File: config.mk
export PLATFORM = sky130hd
export DESIGN_NAME = salt_front
export DESIGN_NICKNAME = d
export VERILOG_FILES = /design/src/rtl/core/set_assoc_cache_lru_tracker_top_defines.svh /design/src/rtl/core/salt_pkg.sv /design/src/rtl/core/salt_front.sv
export SDC_FILE = /design/constraint.sdc
export NUM_CORES = 1
export LEC_CHECK = 0
export BUFFER_PORTS_ARGS = -buffer_cell sky130_fd_sc_hd__buf_2
export CAP_MARGIN = 20
export CORE_MARGIN = 2
export CORE_UTILIZATION = 60
export DETAILED_ROUTE_END_ITERATION = 10
export PLACE_DENSITY = 0.91
export SLEW_MARGIN = 20
export SYNTH_ARGS = -nofsm -noshare
export SYNTH_HDL_FRONTEND = slang
export SYNTH_SLANG_ARGS = --single-unit
File: constraint.sdc
create_clock -name clk -period 6.1 [get_ports clk]
set_clock_uncertainty 0.05 [all_clocks]
set_input_delay 1.22 -clock clk [delete_from_list [all_inputs] [get_ports clk]]
set_output_delay 1.22 -clock clk [all_outputs]
set_load 0.005 [all_outputs]
File: src/rtl/core/set_assoc_cache_lru_tracker_top_defines.svh
// Assertion macros for the tracker RTL.
// No dependencies.
`ifndef SET_ASSOC_CACHE_LRU_TRACKER_TOP_DEFINES_SVH
`define SET_ASSOC_CACHE_LRU_TRACKER_TOP_DEFINES_SVH
// implication check, disabled in reset
`define SALT_ASSERT_IMP(lbl, clk, rstn, a, c, msg) \
	lbl: assert property (@(posedge clk) disable iff (!rstn) (a) |-> (c)) else $error(msg);
// next-cycle implication check
`define SALT_ASSERT_NXT(lbl, clk, rstn, a, c, msg) \
	lbl: assert property (@(posedge clk) disable iff (!rstn) (a) |=> (c)) else $error(msg);
`endif

File: src/rtl/core/salt_pkg.sv
// Package: types and constants for the cache LRU tracker.
// No dependencies.
`timescale 1ns / 1ps
`default_nettype none
package salt_pkg;
	localparam int MAX_SETS_D = 64;
	localparam int MAX_WAYS_D = 8;
	localparam logic [1:0] FUNC_FETCH  = 2'd0;
	localparam logic [1:0] FUNC_MODIFY = 2'd3;
	localparam logic [1:0] REG_SET_BITS = 2'd0;
	localparam logic [1:0] REG_BLK_BITS = 2'd1;
	localparam logic [1:0] REG_WAYS     = 2'd2;

	typedef struct packed {
		logic [1:0]  func;
		logic [63:0] mem_address;
	} in_word_t;

	typedef struct packed {
		logic [1:0]  hits_added;
		logic        was_miss;
		logic        was_eviction;
		logic [31:0] total_hits;
		logic [31:0] total_misses;
		logic [31:0] total_evictions;
	} out_word_t;

	typedef enum logic [1:0] {
		BK_IDLE,
		BK_READ,
		BK_WRITE,
		BK_CLEAR
	} bk_state_t;
endpackage
`default_nettype wire

File: src/rtl/core/salt_front.sv
// Front end: accepts accesses, splits address into set and tag, queues them.
// Depends on salt_pkg.
`timescale 1ns / 1ps
`default_nettype none
module salt_front
	import salt_pkg::*;
#(
	parameter int MAX_SETS = MAX_SETS_D
) (
	input  wire logic        clk,
	input  wire logic        arst_n,
	input  wire logic        push,
	output logic             full,
	input  wire in_word_t    in_word,
	input  wire logic [2:0]  set_index_bits,
	input  wire logic [4:0]  block_offset_bits,
	output logic             q_valid,
	output logic [1:0]       q_func,
	output logic [$clog2(MAX_SETS)-1:0] q_set,
	output logic [63:0]      q_tag,
	input  wire logic        q_take
);
	localparam int SW = $clog2(MAX_SETS);
	localparam int SB = (SW < 1) ? 1 : SW;
	// largest set bit count whose set count fits in MAX_SETS
	localparam int MAXS = $clog2(MAX_SETS + 1) - 1;

	// two-entry queue
	logic [1:0]  f_func_q [2];
	logic [SB-1:0] f_set_q [2];
	logic [63:0] f_tag_q [2];
	logic [1:0]  cnt_q;
	logic        rd_q, wr_q;
	logic [2:0]  s_eff;
	logic [63:0] shifted;
	logic [63:0] set_mask;
	logic [63:0] tag_c;
	logic        do_push, do_pop;

	always_comb begin
		s_eff = (int'(set_index_bits) > MAXS) ? 3'(MAXS) : set_index_bits;
		shifted = in_word.mem_address >> block_offset_bits;
		set_mask = ~(64'hFFFF_FFFF_FFFF_FFFF << s_eff);
		tag_c = shifted >> s_eff;
	end

	assign full = (cnt_q == 2'd2);
	assign do_push = push && !full;
	assign do_pop = q_take && q_valid;
	assign q_valid = (cnt_q != 2'd0);
	assign q_func = f_func_q[rd_q];
	assign q_tag = f_tag_q[rd_q];

	generate
		if (SW == 0) begin : g_one
			assign q_set = '0;
		end else begin : g_many
			assign q_set = f_set_q[rd_q][SW-1:0];
		end
	endgenerate

	always_ff @(posedge clk) begin
		if (do_push) begin
			f_func_q[wr_q] <= in_word.func;
			f_set_q[wr_q] <= SB'(shifted & set_mask);
			f_tag_q[wr_q] <= tag_c;
		end
	end

	always_ff @(posedge clk or negedge arst_n) begin
		if (!arst_n) begin
			cnt_q <= '0;
			rd_q <= 1'b0;
			wr_q <= 1'b0;
		end else begin
			if (do_push) wr_q <= ~wr_q;
			if (do_pop) rd_q <= ~rd_q;
			cnt_q <= cnt_q + 2'(do_push) - 2'(do_pop);
		end
	end
endmodule
`default_nettype wire

==> impl_metrics.xml <==
<?xml version="1.0" encoding="UTF-8"?>
<metrics>
  <group name="logic_synthesis">
    <metric name="synth_ff_type" unit="">sky130_fd_sc_hd__edfxtp_1</metric>
    <metric name="post_synth_instance_area" unit="mm²">0.0115</metric>
    <metric name="synth_edf_count" unit="">144</metric>
    <metric name="synthesis.yosys.warnings" unit="">0</metric>
    <metric name="synthCells" unit="">936</metric>
    <metric name="synth.ff_latch_count" unit="">148</metric>
    <metric name="async_flop_share" unit="%">2.70</metric>
    <metric name="synth_sequential_area_ratio" unit="%">38.4</metric>
    <metric name="synth.lib_cells_used.distinct" unit="">67</metric>
    <metric name="avg_inst_size_synth" unit="µm²">12.3</metric>
    <metric name="syn_nets" unit="">1016</metric>
  </group>
  <group name="timing">
    <metric name="final_min_period_over_clock_period" unit="%">72.1</metric>
    <metric name="setup_total_negative_slack" unit="ns">0</metric>
    <metric name="fmax" unit="MHz">227</metric>
    <metric name="finalSetupViolations" unit="">0</metric>
    <metric name="timing.final.hold_violations" unit="">0</metric>
    <metric name="slew_viol_final" unit="">0</metric>
    <metric name="final.min_clock_period" unit="ns">4.40</metric>
    <metric name="slew-limit-headroom" unit="%">24.6</metric>
    <metric name="tightest_slew" unit="ns">1.13</metric>
    <metric name="rsz0062_at_grt" unit="">no</metric>
  </group>
  <group name="global_routing">
    <metric name="global_route.usage.total" unit="%">33.7</metric>
    <metric name="gr-total-overflow" unit="">0</metric>
    <metric name="grt_pass1_wl" unit="µm">52600</metric>
    <metric name="grt_start_max_net_pins" unit="">55</metric>
    <metric name="antenna_found_initial" unit="">0</metric>
    <metric name="via_count_of_the_first_global_routing_pass" unit="">9126</metric>
  </group>
  <group name="worst_setup_path">
    <metric name="crit_fanout" unit="">32</metric>
    <metric name="worst_r2r_startpoint" unit="">cnt_q[1]$_DFF_PN0_</metric>
    <metric name="reg2reg_to" unit="">f_tag_q[0][10]$_DFFE_PP_</metric>
    <metric name="worst_ep_required_time" unit="ns">6.15</metric>
    <metric name="start_kind" unit="">input pin</metric>
    <metric name="worstSetupPathType" unit="">input pin to register</metric>
    <metric name="reg2reg_depth" unit="">5</metric>
    <metric name="timing.reg2reg.setup_slack" unit="ns">3.80</metric>
    <metric name="worst_ep_arrival_time" unit="ns">4.44</metric>
    <metric name="endpoint_kind" unit="">register</metric>
  </group>
  <group name="clock_network">
    <metric name="htree_levels" unit="">4</metric>
    <metric name="clock_net_sink_count" unit="">148</metric>
    <metric name="cts_hold_repair.buffers" unit="">0</metric>
    <metric name="clkSlewWorstSetupHoldPaths" unit="ns">0.06</metric>
    <metric name="postCtsSetupBuffers" unit="">0</metric>
    <metric name="clk_path_buf_depth" unit="">2</metric>
    <metric name="cts_inserted_buffers" unit="">17</metric>
    <metric name="cts_root_buffer" unit="">sky130_fd_sc_hd__clkbuf_16</metric>
    <metric name="tritoncts" unit="">done</metric>
    <metric name="postCtsResizedCells" unit="">0</metric>
    <metric name="clock_latency" unit="ns">0.42</metric>
  </group>
  <group name="power">
    <metric name="power.combinational.fraction" unit="%">39.1</metric>
    <metric name="switchingPower" unit="mW">1.41</metric>
    <metric name="cell_internal_pwr" unit="mW">2.84</metric>
    <metric name="static-leakage-power" unit="nW">4.73</metric>
    <metric name="power.sequential.fraction" unit="%">36.3</metric>
    <metric name="power.share.switching" unit="%">33.2</metric>
    <metric name="power-per-cell-area" unit="mW/mm²">326</metric>
    <metric name="worst_vdd_ir" unit="V">0.000177</metric>
    <metric name="power.clock.fraction" unit="%">24.7</metric>
  </group>
  <group name="worst_hold_path">
    <metric name="timing.hold.worst_endpoint" unit="">cnt_q[1]$_DFF_PN0_</metric>
    <metric name="worstHoldPathType" unit="">register to register</metric>
    <metric name="hold_path_startpoint" unit="">cnt_q[1]$_DFF_PN0_</metric>
    <metric name="min_delay_path_depth" unit="">1</metric>
  </group>
  <group name="detailed_routing">
    <metric name="drt-total-wl" unit="µm">34500</metric>
    <metric name="detail_route.wl_per_cell" unit="µm">26.7</metric>
    <metric name="route.detailed.vias_per_inst" unit="">7.64</metric>
    <metric name="num_vias" unit="">9851</metric>
    <metric name="route.antenna.remaining_nets" unit="">0</metric>
    <metric name="initialDrtViolationCount" unit="">1701</metric>
    <metric name="remaining_drc_errors" unit="">0</metric>
    <metric name="first_pass_iters" unit="">8</metric>
  </group>
  <group name="layout">
    <metric name="footprint_of_the_multi_input_gates" unit="mm²">0.00671</metric>
    <metric name="final_cell_mix" unit="">150 x sky130_fd_sc_hd__buf_2, 144 x sky130_fd_sc_hd__edfxtp_1, 112 x sky130_fd_sc_hd__mux2_2, 102 x sky130_fd_sc_hd__mux4_2, 62 x sky130_fd_sc_hd__nor2_1</metric>
    <metric name="filler_cells_inserted" unit="">1308</metric>
    <metric name="post_route_cells_drive_above_1_share" unit="%">40.6</metric>
    <metric name="areaGrowthSynthToFinish" unit="%">12.8</metric>
    <metric name="final_util" unit="%">69.3</metric>
    <metric name="final-seq-area" unit="mm²">0.00443</metric>
    <metric name="diodes" unit="">0</metric>
    <metric name="mostFrequentLayoutCell" unit="">sky130_fd_sc_hd__buf_2</metric>
    <metric name="fin_nets" unit="">1123</metric>
  </group>
  <group name="die">
    <metric name="io_pins" unit="">152</metric>
    <metric name="die_height" unit="µm">143</metric>
    <metric name="die_width" unit="µm">143</metric>
    <metric name="floorplan.core_area" unit="mm²">0.0188</metric>
    <metric name="die_area" unit="mm²">0.0204</metric>
    <metric name="core_rows" unit="">50</metric>
    <metric name="starting_density" unit="%">61.5</metric>
  </group>
  <group name="placement">
    <metric name="portBuffers" unit="">151</metric>
    <metric name="place_hpwl" unit="µm">24500</metric>
    <metric name="placer_congestion" unit="">1.03</metric>
  </group>
  <group name="run_status">
    <metric name="run_status" unit="">finished clean</metric>
  </group>
  <group name="job">
    <metric name="maxCapViolCount" unit="">0</metric>
  </group>
</metrics>
-- layout make-up --
cell class | instances | area share (%)
inverters | 12 | 0.346
flip-flops and latches | 148 | 34.0
multi-input cells | 691 | 51.6
well taps | 234 | 2.25
repair buffers | 173 | 7.25
clock inverters | 14 | 1.24
clock buffers | 18 | 3.30
-- power by group through the flow --
| stage | Clock, mW | Combinational, mW | Sequential (mW) |
|---|---|---|---|
| after global placement | 0 | 1.57 | 1.53 |
| after CTS | 1.05 | 1.62 | 1.54 |
| after global routing | 1.09 | 1.77 | 1.56 |
| after detailed placement | 0 | 1.60 | 1.56 |
| after floorplan | 0 | 1.08 | 1.52 |
| final | 1.05 | 1.66 | 1.54 |
-- worst max-delay path, stage by stage --
cell	delay, ns
sky130_fd_sc_hd__buf_2	0.64
sky130_fd_sc_hd__inv_2	0.45
sky130_fd_sc_hd__buf_4	0.35
sky130_fd_sc_hd__mux4_2	0.47
sky130_fd_sc_hd__mux2i_1	0.41
sky130_fd_sc_hd__o22ai_1	0.15
sky130_fd_sc_hd__a211oi_1	0.44
sky130_fd_sc_hd__o221ai_1	0.29
-- Yosys cell counts (6+ instances only) --
library cell / count / area, µm²
sky130_fd_sc_hd__a21oi_1: 31 / 155
sky130_fd_sc_hd__inv_1: 8 / 30.0
sky130_fd_sc_hd__a211oi_1: 15 / 113
sky130_fd_sc_hd__a221o_1: 7 / 70.1
sky130_fd_sc_hd__o221ai_1: 8 / 70.1
sky130_fd_sc_hd__o2bb2ai_1: 7 / 61.3
sky130_fd_sc_hd__o22ai_1: 24 / 150
sky130_fd_sc_hd__buf_2: 12 / 60.1
sky130_fd_sc_hd__o22a_1: 6 / 52.6
sky130_fd_sc_hd__mux2_2: 112 / 1260
sky130_fd_sc_hd__clkbuf_1: 60 / 225
sky130_fd_sc_hd__a22o_1: 11 / 96.3
sky130_fd_sc_hd__nor2_1: 64 / 240
sky130_fd_sc_hd__mux4_2: 102 / 2300
sky130_fd_sc_hd__nor3_1: 11 / 55.1
sky130_fd_sc_hd__and2_1: 7 / 43.8
sky130_fd_sc_hd__edfxtp_1: 144 / 4320
sky130_fd_sc_hd__buf_1: 8 / 30.0
sky130_fd_sc_hd__a31oi_1: 7 / 43.8
sky130_fd_sc_hd__o211ai_1: 9 / 67.6
sky130_fd_sc_hd__nand2_1: 59 / 221
sky130_fd_sc_hd__a22oi_1: 21 / 158
sky130_fd_sc_hd__a211o_1: 6 / 52.6
sky130_fd_sc_hd__a221oi_1: 12 / 105
sky130_fd_sc_hd__o21a_1: 7 / 52.6
sky130_fd_sc_hd__mux2i_1: 56 / 561
sky130_fd_sc_hd__o21ai_0: 24 / 120
sky130_fd_sc_hd__nand3_1: 18 / 90.1
-- per-layer routing --
metal,track usage (%),routed length (µm)
met2,50.8,15600
met1,49.1,13100
met4,11.6,1200
met5,0,0
met3,6.81,4590
-- metrics by stage --
stage	power [mW]	instance area, µm²	setup slack, ns	hold WS, ns	instances
CTS	4.21	13000	1.80	0.464	1289
global route	4.42	13000	1.58	0.493	1290
global placement	3.10	12400	1.45	0.430	1257
detailed placement	3.15	12400	1.36	0.452	1257
floorplan	2.60	11500	1.23	0.410	936
finish	4.24	13000	1.70	0.481	1290
-- registers in the layout, indices dropped and copies added (netlist names) --
signal,flops
f_tag_q,128
f_func_q,4
f_set_q,12
rd_q,1
wr_q,1
cnt_q,2
-- worst max path at each step --
stage | startpoint | endpoint | slack, ns | depth (start not counted)
floorplan | push | f_func_q[0][0]$_DFFE_PP_ | 1.23 | 2
global placement | block_offset_bits[1] | f_tag_q[0][12]$_DFFE_PP_ | 1.45 | 8
detailed placement | block_offset_bits[1] | f_tag_q[0][12]$_DFFE_PP_ | 1.36 | 8
CTS | block_offset_bits[1] | f_tag_q[0][12]$_DFFE_PP_ | 1.80 | 8
global route | block_offset_bits[2] | f_tag_q[0][12]$_DFFE_PP_ | 1.58 | 8
finish | block_offset_bits[2] | f_tag_q[0][30]$_DFFE_PP_ | 1.70 | 8
-- cells by family after synthesis --
group,synth area share (%)
muxes,35.7
AOI/OAI and AO/OA,15.1
and+or+nand+nor,6.74
DFF,38.4
buffers and inverters,3.58
xor gates and xnor gates,0.304
adders and majority gates,0.217
(Power assumes the default switching activity.)
